**src/hdl/fmhls_pkg.sv**
```systemverilog
`timescale 1ns / 1ps
// ----------------------------------------------------------------------------
// fmhls_pkg
// Types and fixed constants shared by the four-mic high-pass and selector.
// ----------------------------------------------------------------------------
package fmhls_pkg;

    localparam int NUM_MICS  = 4;
    localparam int MIC_IDX_W = 2;
    localparam int RAW_W     = 32;
    localparam int SAMPLE_W  = 16;

    // serial multiplier geometry
    localparam int MCAND_W = 42;
    localparam int MPLR_W  = 16;
    localparam int DIGIT_W = 4;
    localparam int PROD_W  = MCAND_W + MPLR_W;

    // fixed-point layout
    localparam int STATE_W    = 40;
    localparam int ENERGY_W   = 48;
    localparam int THRESH_W   = 46;
    localparam int GAIN_FRAC  = 4;
    localparam int ALPHA_FRAC = 16;
    localparam int OUT_FRAC   = 8;

    // configuration port
    localparam int CFG_INDEX_W = 3;
    localparam int CFG_DATA_W  = THRESH_W;

    localparam logic [CFG_INDEX_W-1:0] REG_GAIN_MIC_ONE      = 3'd0;
    localparam logic [CFG_INDEX_W-1:0] REG_GAIN_MIC_TWO      = 3'd1;
    localparam logic [CFG_INDEX_W-1:0] REG_GAIN_MIC_THREE    = 3'd2;
    localparam logic [CFG_INDEX_W-1:0] REG_GAIN_MIC_FOUR     = 3'd3;
    localparam logic [CFG_INDEX_W-1:0] REG_HPF_COEFFICIENT   = 3'd4;
    localparam logic [CFG_INDEX_W-1:0] REG_WINDOW_FRAMES     = 3'd5;
    localparam logic [CFG_INDEX_W-1:0] REG_SILENCE_THRESHOLD = 3'd6;

    localparam logic [15:0]         GAIN_RESET   = 16'd4096;
    localparam logic [15:0]         ALPHA_RESET  = 16'd63046;
    localparam logic [15:0]         WINDOW_RESET = 16'd48000;
    localparam logic [THRESH_W-1:0] THRESH_RESET = 46'd160000000;

    typedef struct packed {
        logic signed [RAW_W-1:0] mic_one_raw;
        logic signed [RAW_W-1:0] mic_two_raw;
        logic signed [RAW_W-1:0] mic_three_raw;
        logic signed [RAW_W-1:0] mic_four_raw;
    } in_item_t;

    typedef struct packed {
        logic signed [SAMPLE_W-1:0] selected_sample;
        logic [MIC_IDX_W-1:0]       selected_mic;
        logic                       window_closed;
    } out_item_t;

endpackage

```
**src/hdl/four_mic_hpf_loudest_selector.sv**
```systemverilog
`timescale 1ns / 1ps
// ----------------------------------------------------------------------------
// four_mic_hpf_loudest_selector
// Four-mic DC blocker with energy-based selection of the loudest mic.
//
// One frame of four raw samples is taken per transaction. Each mic is shifted,
// gain scaled, high-pass filtered, saturated to 16 bits and squared into its
// window energy; the output carries the selected mic's sample. Every
// window_frames frames the loudest mic above silence_threshold becomes the
// selection for the following frames. All work runs through one radix-16
// digit-serial multiplier: three multiplies for each of the four mics in turn,
// then the finish state loads the result into the output register. Frames are
// taken only in the idle state, so the next one waits until that load. The
// result load waits while the output register still holds a result that has
// not been taken.
// A new frame is accepted as soon as the result is loaded into the output
// register, even if that result has not been taken yet.
// ----------------------------------------------------------------------------
module four_mic_hpf_loudest_selector #(
    parameter int INPUT_SHIFT = 14
) (
    input  logic                                  aclk,
    input  logic                                  aresetn,
    // input frames
    input  logic                                  s_valid,
    output logic                                  s_ready,
    input  fmhls_pkg::in_item_t                   s_data,
    // results
    output logic                                  m_valid,
    input  logic                                  m_ready,
    output fmhls_pkg::out_item_t                  m_data,
    // configuration writes
    input  logic                                  cfg_we,
    input  logic [fmhls_pkg::CFG_INDEX_W-1:0]     cfg_index,
    input  logic [fmhls_pkg::CFG_DATA_W-1:0]      cfg_wdata
);

    localparam int X_W = fmhls_pkg::RAW_W - INPUT_SHIFT;
    localparam int NM  = fmhls_pkg::NUM_MICS;
    localparam int KW  = fmhls_pkg::MIC_IDX_W;
    localparam int SW  = fmhls_pkg::STATE_W;
    localparam int EW  = fmhls_pkg::ENERGY_W;
    localparam int PW  = fmhls_pkg::PROD_W;
    localparam int MW  = fmhls_pkg::MCAND_W;

    localparam logic [KW-1:0] LAST_MIC = KW'(NM - 1);

    localparam logic signed [SW-1:0] STATE_MAX = {1'b0, {(SW-1){1'b1}}};
    localparam logic signed [SW-1:0] STATE_MIN = {1'b1, {(SW-1){1'b0}}};

    localparam logic [2:0] S_IDLE   = 3'd0;
    localparam logic [2:0] S_G_WAIT = 3'd1;
    localparam logic [2:0] S_A_WAIT = 3'd2;
    localparam logic [2:0] S_Q_WAIT = 3'd3;
    localparam logic [2:0] S_FIN    = 3'd4;

    // ---------------- registers ----------------
    logic [2:0]                   state_reg, state_next;
    logic [KW-1:0]                k_reg, k_next;
    fmhls_pkg::in_item_t          frame_reg;

    logic [15:0]                  gain_reg [NM];
    logic [15:0]                  alpha_reg;
    logic [15:0]                  win_reg;
    logic [fmhls_pkg::THRESH_W-1:0] thresh_reg;

    logic signed [SW-1:0]         prev_in_reg  [NM];
    logic signed [SW-1:0]         prev_out_reg [NM];
    logic [EW-1:0]                energy_reg   [NM];

    logic [EW-1:0]                best_reg;
    logic [KW-1:0]                winner_reg;
    logic signed [fmhls_pkg::SAMPLE_W-1:0] sel_sample_reg;
    logic [15:0]                  cnt_reg;
    logic [KW-1:0]                cur_mic_reg;

    fmhls_pkg::out_item_t         out_reg;
    logic                         m_valid_reg;

    // ---------------- multiplier ----------------
    logic                         mul_start;
    logic signed [MW-1:0]         mul_mcand;
    logic [fmhls_pkg::MPLR_W-1:0] mul_mplr;
    logic                         mul_done;
    logic signed [PW-1:0]         p;

    fmhls_serial_mul u_mul (
        .aclk    (aclk),
        .aresetn (aresetn),
        .start   (mul_start),
        .mcand   (mul_mcand),
        .mplr    (mul_mplr),
        .done    (mul_done),
        .product (p)
    );

    // ---------------- datapath ----------------
    logic signed [fmhls_pkg::RAW_W-1:0] raw_arr [NM];
    logic signed [fmhls_pkg::RAW_W-1:0] raw_start;
    logic [KW-1:0]                k_start;
    logic signed [X_W-1:0]        x_start;
    logic signed [SW-1:0]         scaled;
    logic signed [MW-1:0]         sum;
    logic signed [SW+1:0]         q;
    logic signed [SW-1:0]         y;
    logic signed [SW-1:0]         y_round;
    logic signed [31:0]           w;
    logic signed [fmhls_pkg::SAMPLE_W-1:0] s16;
    logic signed [fmhls_pkg::SAMPLE_W:0]   s17;
    logic [fmhls_pkg::SAMPLE_W:0]          s_abs;
    logic [EW:0]                  e_sum;
    logic [EW-1:0]                e_new;
    logic [16:0]                  cnt_inc;
    logic [15:0]                  win_eff;
    logic                         closed;
    logic                         accept;
    logic                         fin_fire;
    logic                         out_free;

    always_comb begin
        raw_arr[0] = frame_reg.mic_one_raw;
        raw_arr[1] = frame_reg.mic_two_raw;
        raw_arr[2] = frame_reg.mic_three_raw;
        raw_arr[3] = frame_reg.mic_four_raw;
    end

    assign accept   = s_valid && s_ready;
    assign out_free = !m_valid_reg || m_ready;
    assign fin_fire = (state_reg == S_FIN) && out_free;

    // operands of the next gain multiply: mic one straight off the port
    assign k_start   = (state_reg == S_IDLE) ? '0 : k_reg + 1'b1;
    assign raw_start = (state_reg == S_IDLE) ? s_data.mic_one_raw : raw_arr[k_start];
    assign x_start   = raw_start[fmhls_pkg::RAW_W-1:INPUT_SHIFT];

    always_comb begin
        scaled = $signed(p[SW+fmhls_pkg::GAIN_FRAC-1:fmhls_pkg::GAIN_FRAC]);
        sum    = MW'(prev_out_reg[k_reg]) + MW'(scaled) - MW'(prev_in_reg[k_reg]);

        q = $signed(p[PW-1:fmhls_pkg::ALPHA_FRAC]);
        if ((q[SW+1] == q[SW]) && (q[SW] == q[SW-1])) begin
            y = q[SW-1:0];
        end else if (q[SW+1]) begin
            y = STATE_MIN;
        end else begin
            y = STATE_MAX;
        end

        // round toward zero before dropping fraction bits
        y_round = y + $signed({{(SW-fmhls_pkg::OUT_FRAC){1'b0}},
                               {fmhls_pkg::OUT_FRAC{y[SW-1]}}});
        w = y_round[SW-1:fmhls_pkg::OUT_FRAC];
        if (w > 32'sd32767) begin
            s16 = 16'sh7FFF;
        end else if (w < -32'sd32768) begin
            s16 = 16'sh8000;
        end else begin
            s16 = w[fmhls_pkg::SAMPLE_W-1:0];
        end
        s17   = (fmhls_pkg::SAMPLE_W+1)'(s16);
        s_abs = s17[fmhls_pkg::SAMPLE_W] ? -s17 : s17;

        e_sum = {1'b0, energy_reg[k_reg]} + (EW+1)'(p[31:0]);
        e_new = e_sum[EW] ? {EW{1'b1}} : e_sum[EW-1:0];

        cnt_inc = {1'b0, cnt_reg} + 17'd1;
        win_eff = (win_reg == '0) ? 16'd1 : win_reg;
        closed  = cnt_inc >= {1'b0, win_eff};
    end

    // ---------------- sequencer ----------------
    always_comb begin
        state_next = state_reg;
        k_next     = k_reg;
        mul_start  = 1'b0;
        mul_mcand  = MW'(x_start);
        mul_mplr   = gain_reg[k_start];
        case (state_reg)
            S_IDLE: begin
                if (accept) begin
                    mul_start  = 1'b1;
                    k_next     = '0;
                    state_next = S_G_WAIT;
                end
            end
            S_G_WAIT: begin
                if (mul_done) begin
                    mul_start  = 1'b1;
                    mul_mcand  = sum;
                    mul_mplr   = alpha_reg;
                    state_next = S_A_WAIT;
                end
            end
            S_A_WAIT: begin
                if (mul_done) begin
                    mul_start  = 1'b1;
                    mul_mcand  = MW'(s_abs);
                    mul_mplr   = s_abs[fmhls_pkg::MPLR_W-1:0];
                    state_next = S_Q_WAIT;
                end
            end
            S_Q_WAIT: begin
                if (mul_done) begin
                    if (k_reg == LAST_MIC) begin
                        state_next = S_FIN;
                    end else begin
                        mul_start  = 1'b1;
                        k_next     = k_start;
                        state_next = S_G_WAIT;
                    end
                end
            end
            S_FIN: begin
                if (out_free) begin
                    state_next = S_IDLE;
                end
            end
            default: begin
                state_next = S_IDLE;
            end
        endcase
    end

    always_ff @(posedge aclk) begin
        if (!aresetn) begin
            state_reg   <= S_IDLE;
            k_reg       <= '0;
            cnt_reg     <= '0;
            cur_mic_reg <= '0;
            m_valid_reg <= 1'b0;
            alpha_reg   <= fmhls_pkg::ALPHA_RESET;
            win_reg     <= fmhls_pkg::WINDOW_RESET;
            thresh_reg  <= fmhls_pkg::THRESH_RESET;
            for (int i = 0; i < NM; i++) begin
                gain_reg[i]     <= fmhls_pkg::GAIN_RESET;
                prev_in_reg[i]  <= '0;
                prev_out_reg[i] <= '0;
                energy_reg[i]   <= '0;
            end
        end else begin
            state_reg <= state_next;
            k_reg     <= k_next;

            if (cfg_we) begin
                case (cfg_index)
                    fmhls_pkg::REG_GAIN_MIC_ONE,
                    fmhls_pkg::REG_GAIN_MIC_TWO,
                    fmhls_pkg::REG_GAIN_MIC_THREE,
                    fmhls_pkg::REG_GAIN_MIC_FOUR: begin
                        gain_reg[cfg_index[KW-1:0]] <= cfg_wdata[15:0];
                    end
                    fmhls_pkg::REG_HPF_COEFFICIENT: begin
                        alpha_reg <= cfg_wdata[15:0];
                    end
                    fmhls_pkg::REG_WINDOW_FRAMES: begin
                        win_reg <= cfg_wdata[15:0];
                    end
                    fmhls_pkg::REG_SILENCE_THRESHOLD: begin
                        thresh_reg <= cfg_wdata;
                    end
                    default: begin
                    end
                endcase
            end

            if ((state_reg == S_G_WAIT) && mul_done) begin
                prev_in_reg[k_reg] <= scaled;
            end
            if ((state_reg == S_A_WAIT) && mul_done) begin
                prev_out_reg[k_reg] <= y;
            end
            if ((state_reg == S_Q_WAIT) && mul_done) begin
                energy_reg[k_reg] <= e_new;
            end

            if (fin_fire) begin
                m_valid_reg <= 1'b1;
            end else if (m_valid_reg && m_ready) begin
                m_valid_reg <= 1'b0;
            end
            if (fin_fire) begin
                if (closed) begin
                    cnt_reg <= '0;
                    if (best_reg > EW'(thresh_reg)) begin
                        cur_mic_reg <= winner_reg;
                    end
                    for (int i = 0; i < NM; i++) begin
                        energy_reg[i] <= '0;
                    end
                end else begin
                    cnt_reg <= cnt_inc[15:0];
                end
            end
        end
    end

    // payload registers
    always_ff @(posedge aclk) begin
        if (accept) begin
            frame_reg  <= s_data;
            best_reg   <= '0;
            winner_reg <= cur_mic_reg;
        end
        if ((state_reg == S_A_WAIT) && mul_done && (k_reg == cur_mic_reg)) begin
            sel_sample_reg <= s16;
        end
        // strict compare keeps the earliest mic on a tie
        if ((state_reg == S_Q_WAIT) && mul_done && (e_new > best_reg)) begin
            best_reg   <= e_new;
            winner_reg <= k_reg;
        end
        if (fin_fire) begin
            out_reg.selected_sample <= sel_sample_reg;
            out_reg.selected_mic    <= cur_mic_reg;
            out_reg.window_closed   <= closed;
        end
    end

    assign s_ready = (state_reg == S_IDLE);
    assign m_valid = m_valid_reg;
    assign m_data  = out_reg;

    // ---------------- assertions ----------------
    a_done_in_wait: assert property (@(posedge aclk) disable iff (!aresetn)
        mul_done |-> ((state_reg == S_G_WAIT) || (state_reg == S_A_WAIT) ||
                      (state_reg == S_Q_WAIT)))
        else $error("multiplier finished outside a wait state");

    a_busy_after_accept: assert property (@(posedge aclk) disable iff (!aresetn)
        accept |=> !s_ready)
        else $error("input taken again while a frame is in work");

    a_mic_switch_on_close: assert property (@(posedge aclk) disable iff (!aresetn)
        (cur_mic_reg != $past(cur_mic_reg)) |-> $past(fin_fire && closed))
        else $error("selection changed outside a window decision");

    a_energy_cleared: assert property (@(posedge aclk) disable iff (!aresetn)
        (fin_fire && closed) |=> (energy_reg[0] == '0))
        else $error("energy not cleared after window decision");

endmodule

```
**src/hdl/fmhls_serial_mul.sv**
```systemverilog
`timescale 1ns / 1ps
// ----------------------------------------------------------------------------
// fmhls_serial_mul
// Digit-serial signed-by-unsigned multiplier. The multiplier operand is
// consumed one digit per cycle from a shift register; the multiplicand shifts
// left by one digit per cycle. Product is valid while done is high and holds
// until the next start.
// ----------------------------------------------------------------------------
module fmhls_serial_mul (
    input  logic                                aclk,
    input  logic                                aresetn,
    input  logic                                start,
    input  logic signed [fmhls_pkg::MCAND_W-1:0] mcand,
    input  logic [fmhls_pkg::MPLR_W-1:0]        mplr,
    output logic                                done,
    output logic signed [fmhls_pkg::PROD_W-1:0] product
);

    localparam int STEPS = fmhls_pkg::MPLR_W / fmhls_pkg::DIGIT_W;
    localparam int CNT_W = (STEPS > 1) ? $clog2(STEPS) : 1;
    localparam logic [CNT_W-1:0] LAST_STEP = CNT_W'(STEPS - 1);

    logic signed [fmhls_pkg::PROD_W-1:0]           acc_reg;
    logic signed [fmhls_pkg::PROD_W-1:0]           mcand_sh_reg;
    logic [fmhls_pkg::MPLR_W-1:0]                  mplr_sh_reg;
    logic [CNT_W-1:0]                              cnt_reg;
    logic                                          busy_reg;
    logic                                          done_reg;
    logic signed [fmhls_pkg::PROD_W+fmhls_pkg::DIGIT_W:0] partial;

    always_comb begin
        partial = mcand_sh_reg * $signed({1'b0, mplr_sh_reg[fmhls_pkg::DIGIT_W-1:0]});
    end

    always_ff @(posedge aclk) begin
        if (!aresetn) begin
            busy_reg <= 1'b0;
            done_reg <= 1'b0;
            cnt_reg  <= '0;
        end else begin
            done_reg <= busy_reg && (cnt_reg == LAST_STEP);
            if (start) begin
                busy_reg <= 1'b1;
                cnt_reg  <= '0;
            end else if (busy_reg) begin
                cnt_reg <= cnt_reg + 1'b1;
                if (cnt_reg == LAST_STEP) begin
                    busy_reg <= 1'b0;
                end
            end
        end
    end

    // datapath, no reset needed
    always_ff @(posedge aclk) begin
        if (start) begin
            acc_reg      <= '0;
            mcand_sh_reg <= fmhls_pkg::PROD_W'(mcand);
            mplr_sh_reg  <= mplr;
        end else if (busy_reg) begin
            acc_reg      <= acc_reg + partial[fmhls_pkg::PROD_W-1:0];
            mcand_sh_reg <= mcand_sh_reg <<< fmhls_pkg::DIGIT_W;
            mplr_sh_reg  <= mplr_sh_reg >> fmhls_pkg::DIGIT_W;
        end
    end

    assign done    = done_reg;
    assign product = acc_reg;

endmodule
```
**config.mk**
```make
export PLATFORM = sky130hd
export DESIGN_NAME = four_mic_hpf_loudest_selector
export DESIGN_NICKNAME = d
export VERILOG_FILES = /design/src/hdl/fmhls_pkg.sv /design/src/hdl/four_mic_hpf_loudest_selector.sv /design/src/hdl/fmhls_serial_mul.sv
export SDC_FILE = /design/constraint.sdc
export NUM_CORES = 2
export LEC_CHECK = 0
export ABC_AREA = 1
export BUFFER_PORTS_ARGS = -buffer_cell sky130_fd_sc_hd__buf_2
export CORE_ASPECT_RATIO = 0.9
export CORE_UTILIZATION = 40
export DETAILED_ROUTE_END_ITERATION = 6
export HOLD_SLACK_MARGIN = 0.12
export PLACE_DENSITY = 0.57
export SLEW_MARGIN = 20
export SYNTH_ARGS = -nofsm -noshare
export SYNTH_HDL_FRONTEND = slang
export SYNTH_SLANG_ARGS = --single-unit
```
**constraint.sdc**
```tcl
create_clock -name aclk -period 9.8 [get_ports aclk]
set_clock_uncertainty 0.1 [all_clocks]
set_input_delay 1.47 -clock aclk [delete_from_list [all_inputs] [get_ports aclk]]
set_output_delay 1.47 -clock aclk [all_outputs]
set_load 0.01 [all_outputs]
```
==> insert_results.sql <==
INSERT INTO impl_metrics (metric_group, metric, value, unit) VALUES
('outcome', 'run_status', 'complete, but fails checks', ''),
('outcome', 'failed_checks', 'design-rule violations', ''),
('clock_network', 'numCtsBuffers', '109', ''),
('clock_network', 'clk_pin_slew_worst_paths', '0.07', 'ns'),
('clock_network', 'post_cts_hold_buffers', '0', ''),
('worst_setup_path', 'worst_reg2reg_path_length_in_cells', '31', ''),
('final_layout', 'final-instance-count-excl-fill', '9023', ''),
('yosys', 'seq_area_frac_synth', '46.0', '%'),
('sta', 'post-route-period-util', '85.7', '%'),
('worst_setup_path', 'worst_setup_end_kind', 'flip-flop', ''),
('global_route', 'antenna_found_initial', '0', ''),
('global_route', 'first_pass_grt_wire_length', '284000', 'um'),
('floorplan', 'placementRows', '134', ''),
('worst_setup_path', 'timing_worst_setup_path_type', 'reg2reg', ''),
('clock_network', 'cts_tree', 'yes', ''),
('yosys', 'synth_cell_type_count', '66', ''),
('yosys', 'synth_seq_cells', '973', ''),
('sta', 'timing.final.crit_period', '8.40', 'ns'),
('final_layout', 'final_net_count', '7648', ''),
('floorplan', 'core', '149000', 'sq um'),
('placement', 'portBuffers', '146', ''),
('drt', 'postRouteAntennaNets', '0', ''),
('placement', 'dpl.cell_count', '8815', ''),
('floorplan', 'design.die.area', '151000', 'sq um'),
('yosys', 'post_synth_instance_area', '59900', 'sq um'),
('drt', 'number_of_drc_violations_after_detailed_routing_iteration_0', '4616', ''),
('sta', 'timing.setup.tns', '0', 'ns'),
('final_layout', 'syn_to_final_growth', '10.8', '%'),
('final_layout', 'final_cell_area', '66400', 'sq um'),
('yosys', 'postSynthNetCount', '7616', ''),
('worst_setup_path', 'crit_fanout', '62', ''),
('yosys', 'synthFlopType', 'sky130_fd_sc_hd__edfxtp_1', ''),
('power', 'final_power', '23.3', 'mW'),
('floorplan', 'floorplan.initialDensity', '40.3', '%'),
('yosys', 'ys.warnings.count', '0', ''),
('hold_path', 'hold_class', 'reg2reg', ''),
('worst_setup_path', 'arrival', '8.68', 'ns'),
('clock_network', 'clock_root_buffer', 'sky130_fd_sc_hd__clkbuf_16', ''),
('worst_setup_path', 'worst_path_largest_cell_delay', '0.60', 'ns'),
('global_route', 'global_route.overflow_total', '0', ''),
('clock_network', 'post_cts_resize_count', '0', ''),
('sta', 'max_freq', '119', 'MHz'),
('global_route', 'global_routing_usage_summed_across_all_routing_layers', '24.5', '%'),
('clock_network', 'cts-htree-levels', '3', ''),
('drt', 'drc', '4', ''),
('final_layout', 'layout_cell_share_with_drive_strength_beyond_1', '6.98', '%'),
('clock_network', 'later_pin_clock_latency_in_the_skew_report', '0.76', 'ns'),
('drt', 'routed_wire_length_per_instance', '20.7', 'um'),
('floorplan', 'dieWidth', '410', 'um'),
('drt', 'vias', '48354', ''),
('drt', 'firstDrtPassIters', '7', ''),
('worst_setup_path', 'startpoint_type', 'flip-flop', ''),
('hold_path', 'worstHoldEndpoint', 'm_data[14]$_DFFE_PP_', ''),
('global_route', 'first_global_vias', '46305', ''),
('yosys', 'synth.top_cells.by_area', 'sky130_fd_sc_hd__edfxtp_1 40%, sky130_fd_sc_hd__nand2_1 7.7%, sky130_fd_sc_hd__fa_1 6.8%, sky130_fd_sc_hd__nor2_1 6.7%, sky130_fd_sc_hd__ha_1 6.4%', ''),
('placement', 'dpl.hpwl', '131000', 'um'),
('worst_setup_path', 'timing.critical_path.required', '10.08', 'ns'),
('sta', 'rsz0062_at_grt', 'false', ''),
('placement', 'gp_congestion', '0.981', ''),
('final_layout', 'fill_cells', '14654', ''),
('run', 'cap_violations', '0', ''),
('final_layout', 'largest_register_ff_count', '192', ''),
('floorplan', 'pin_count', '203', ''),
('global_route', 'grt_max_degree', '131', ''),
('sta', 'final-max-slew-violation-count', '0', ''),
('yosys', 'postSynth.asyncResetShare', '0', '%'),
('clock_network', 'postCtsSetupRepairBufs', '0', ''),
('placement', 'placement.cell_area', '62700', 'sq um'),
('worst_setup_path', 'worst_r2r_endpoint', 'best_reg[37]$_SDFFCE_PN0P_', ''),
('yosys', 'area_fraction_of_the_dominant_cell_type_after_synthesis', '40.4', '%'),
('sta', 'slew_headroom', '25.3', '%');
through the flow:
stage / util, % / hold WS, ns / worst slack [ns]
detailed placement: 42.2 / 0.308 / 1.32
finish: 44.7 / 0.320 / 1.40
CTS: 44.7 / 0.322 / 1.29
global placement: 42.2 / 0.306 / 1.39
floorplan: - / 0.300 / 1.36
global route: 44.7 / 0.322 / 0.653
final cells by class:
type,count,area (sq um),area share (%)
Clock inverter,65,802,1.21
Clock buffer,141,2930,4.41
Inverter,994,3750,5.65
Sequential cell,973,27600,41.5
Multi-Input combinational cell,4656,27600,41.5
Tap cell,1972,2470,3.72
Antenna cell,2,5.00,0.00754
Timing Repair Buffer,220,1300,1.95
cell usage after synthesis (12+ instances only):
library cell	instances
sky130_fd_sc_hd__nand3_1	225
sky130_fd_sc_hd__dfxtp_1	166
sky130_fd_sc_hd__xor2_1	79
sky130_fd_sc_hd__o21ai_1	22
sky130_fd_sc_hd__nand4_1	51
sky130_fd_sc_hd__buf_1	27
sky130_fd_sc_hd__nand2_2	12
sky130_fd_sc_hd__o22ai_1	95
sky130_fd_sc_hd__o211ai_1	47
sky130_fd_sc_hd__a32o_1	40
sky130_fd_sc_hd__clkinv_1	16
sky130_fd_sc_hd__fa_1	205
sky130_fd_sc_hd__edfxtp_1	807
sky130_fd_sc_hd__o21ai_0	442
sky130_fd_sc_hd__or2_2	19
sky130_fd_sc_hd__inv_1	968
sky130_fd_sc_hd__xnor2_1	50
sky130_fd_sc_hd__a21oi_1	472
sky130_fd_sc_hd__clkbuf_1	247
sky130_fd_sc_hd__o21a_1	14
sky130_fd_sc_hd__a31oi_1	49
sky130_fd_sc_hd__nor3_1	73
sky130_fd_sc_hd__a32oi_1	16
sky130_fd_sc_hd__nand2_1	1235
sky130_fd_sc_hd__buf_2	12
sky130_fd_sc_hd__o21bai_1	17
sky130_fd_sc_hd__a211oi_1	12
sky130_fd_sc_hd__o221ai_1	21
sky130_fd_sc_hd__ha_1	307
sky130_fd_sc_hd__nor2_1	1063
critical path, delay by kind of cell (launching register included):
family	cells	cell delay (ns)
compound gates	13	2.47
fa+ha+maj	2	0.72
buf+inv	5	1.87
flops	1	0.38
simple gates	11	2.36
cell families after synthesis:
| logic type | after synthesis | share of synthesized area [%] |
|---|---|---|
| AO/OA/AOI/OAI | 1298 | 12.4 |
| XOR/XNOR | 130 | 1.91 |
| adder cells (fa/ha/maj) | 512 | 13.3 |
| buffers and inverters | 1293 | 8.26 |
| multiplexers | 1 | 0.0167 |
| flip-flops | 973 | 46.0 |
| AND/OR/NAND/NOR | 2715 | 18.2 |
worst max path at each step:
| stage | cells past startpoint | slack, ns | endpoint |
|---|---|---|---|
| after floorplan | 38 | 1.36 | best_reg[0]$_SDFFCE_PN0P_ |
| after global placement | 31 | 1.39 | best_reg[46]$_SDFFCE_PN0P_ |
| after detailed placement | 31 | 1.32 | best_reg[42]$_SDFFCE_PN0P_ |
| after CTS | 31 | 1.29 | best_reg[42]$_SDFFCE_PN0P_ |
| after global routing | 33 | 0.65 | best_reg[46]$_SDFFCE_PN0P_ |
| final | 31 | 1.40 | best_reg[37]$_SDFFCE_PN0P_ |
routing by layer:
metal  GRT usage [%]  part of all wire, %
met5               0                    0
met4            6.69                  2.8
met3            3.71                  7.2
met2            39.4                   46
met1            34.3                   44
cells in the final DEF (no fill, tap or decap), types with 74 or more instances in the layout:
cell	synthesis	layout
sky130_fd_sc_hd__a21oi_1	472	472
sky130_fd_sc_hd__buf_2	12	145
sky130_fd_sc_hd__inv_1	968	963
sky130_fd_sc_hd__nor2_1	1063	1058
sky130_fd_sc_hd__buf_4	5	74
sky130_fd_sc_hd__o21ai_0	442	436
sky130_fd_sc_hd__o22ai_1	95	95
sky130_fd_sc_hd__edfxtp_1	807	807
sky130_fd_sc_hd__nand3_1	225	224
sky130_fd_sc_hd__ha_1	307	307
sky130_fd_sc_hd__fa_1	205	205
sky130_fd_sc_hd__dfxtp_1	166	163
sky130_fd_sc_hd__xor2_1	79	79
sky130_fd_sc_hd__nand2_1	1235	1220
sky130_fd_sc_hd__clkbuf_16	0	110
power by group:
part | switching, mW | total [mW] | internal [mW]
Sequential | 0.411 | 5.28 | 4.87
Combinational | 9.22 | 13.8 | 4.54
Clock | 1.79 | 4.30 | 2.51
Total | 11.4 | 23.3 | 11.9
Note: power is estimated with default switching activity, not from simulation.
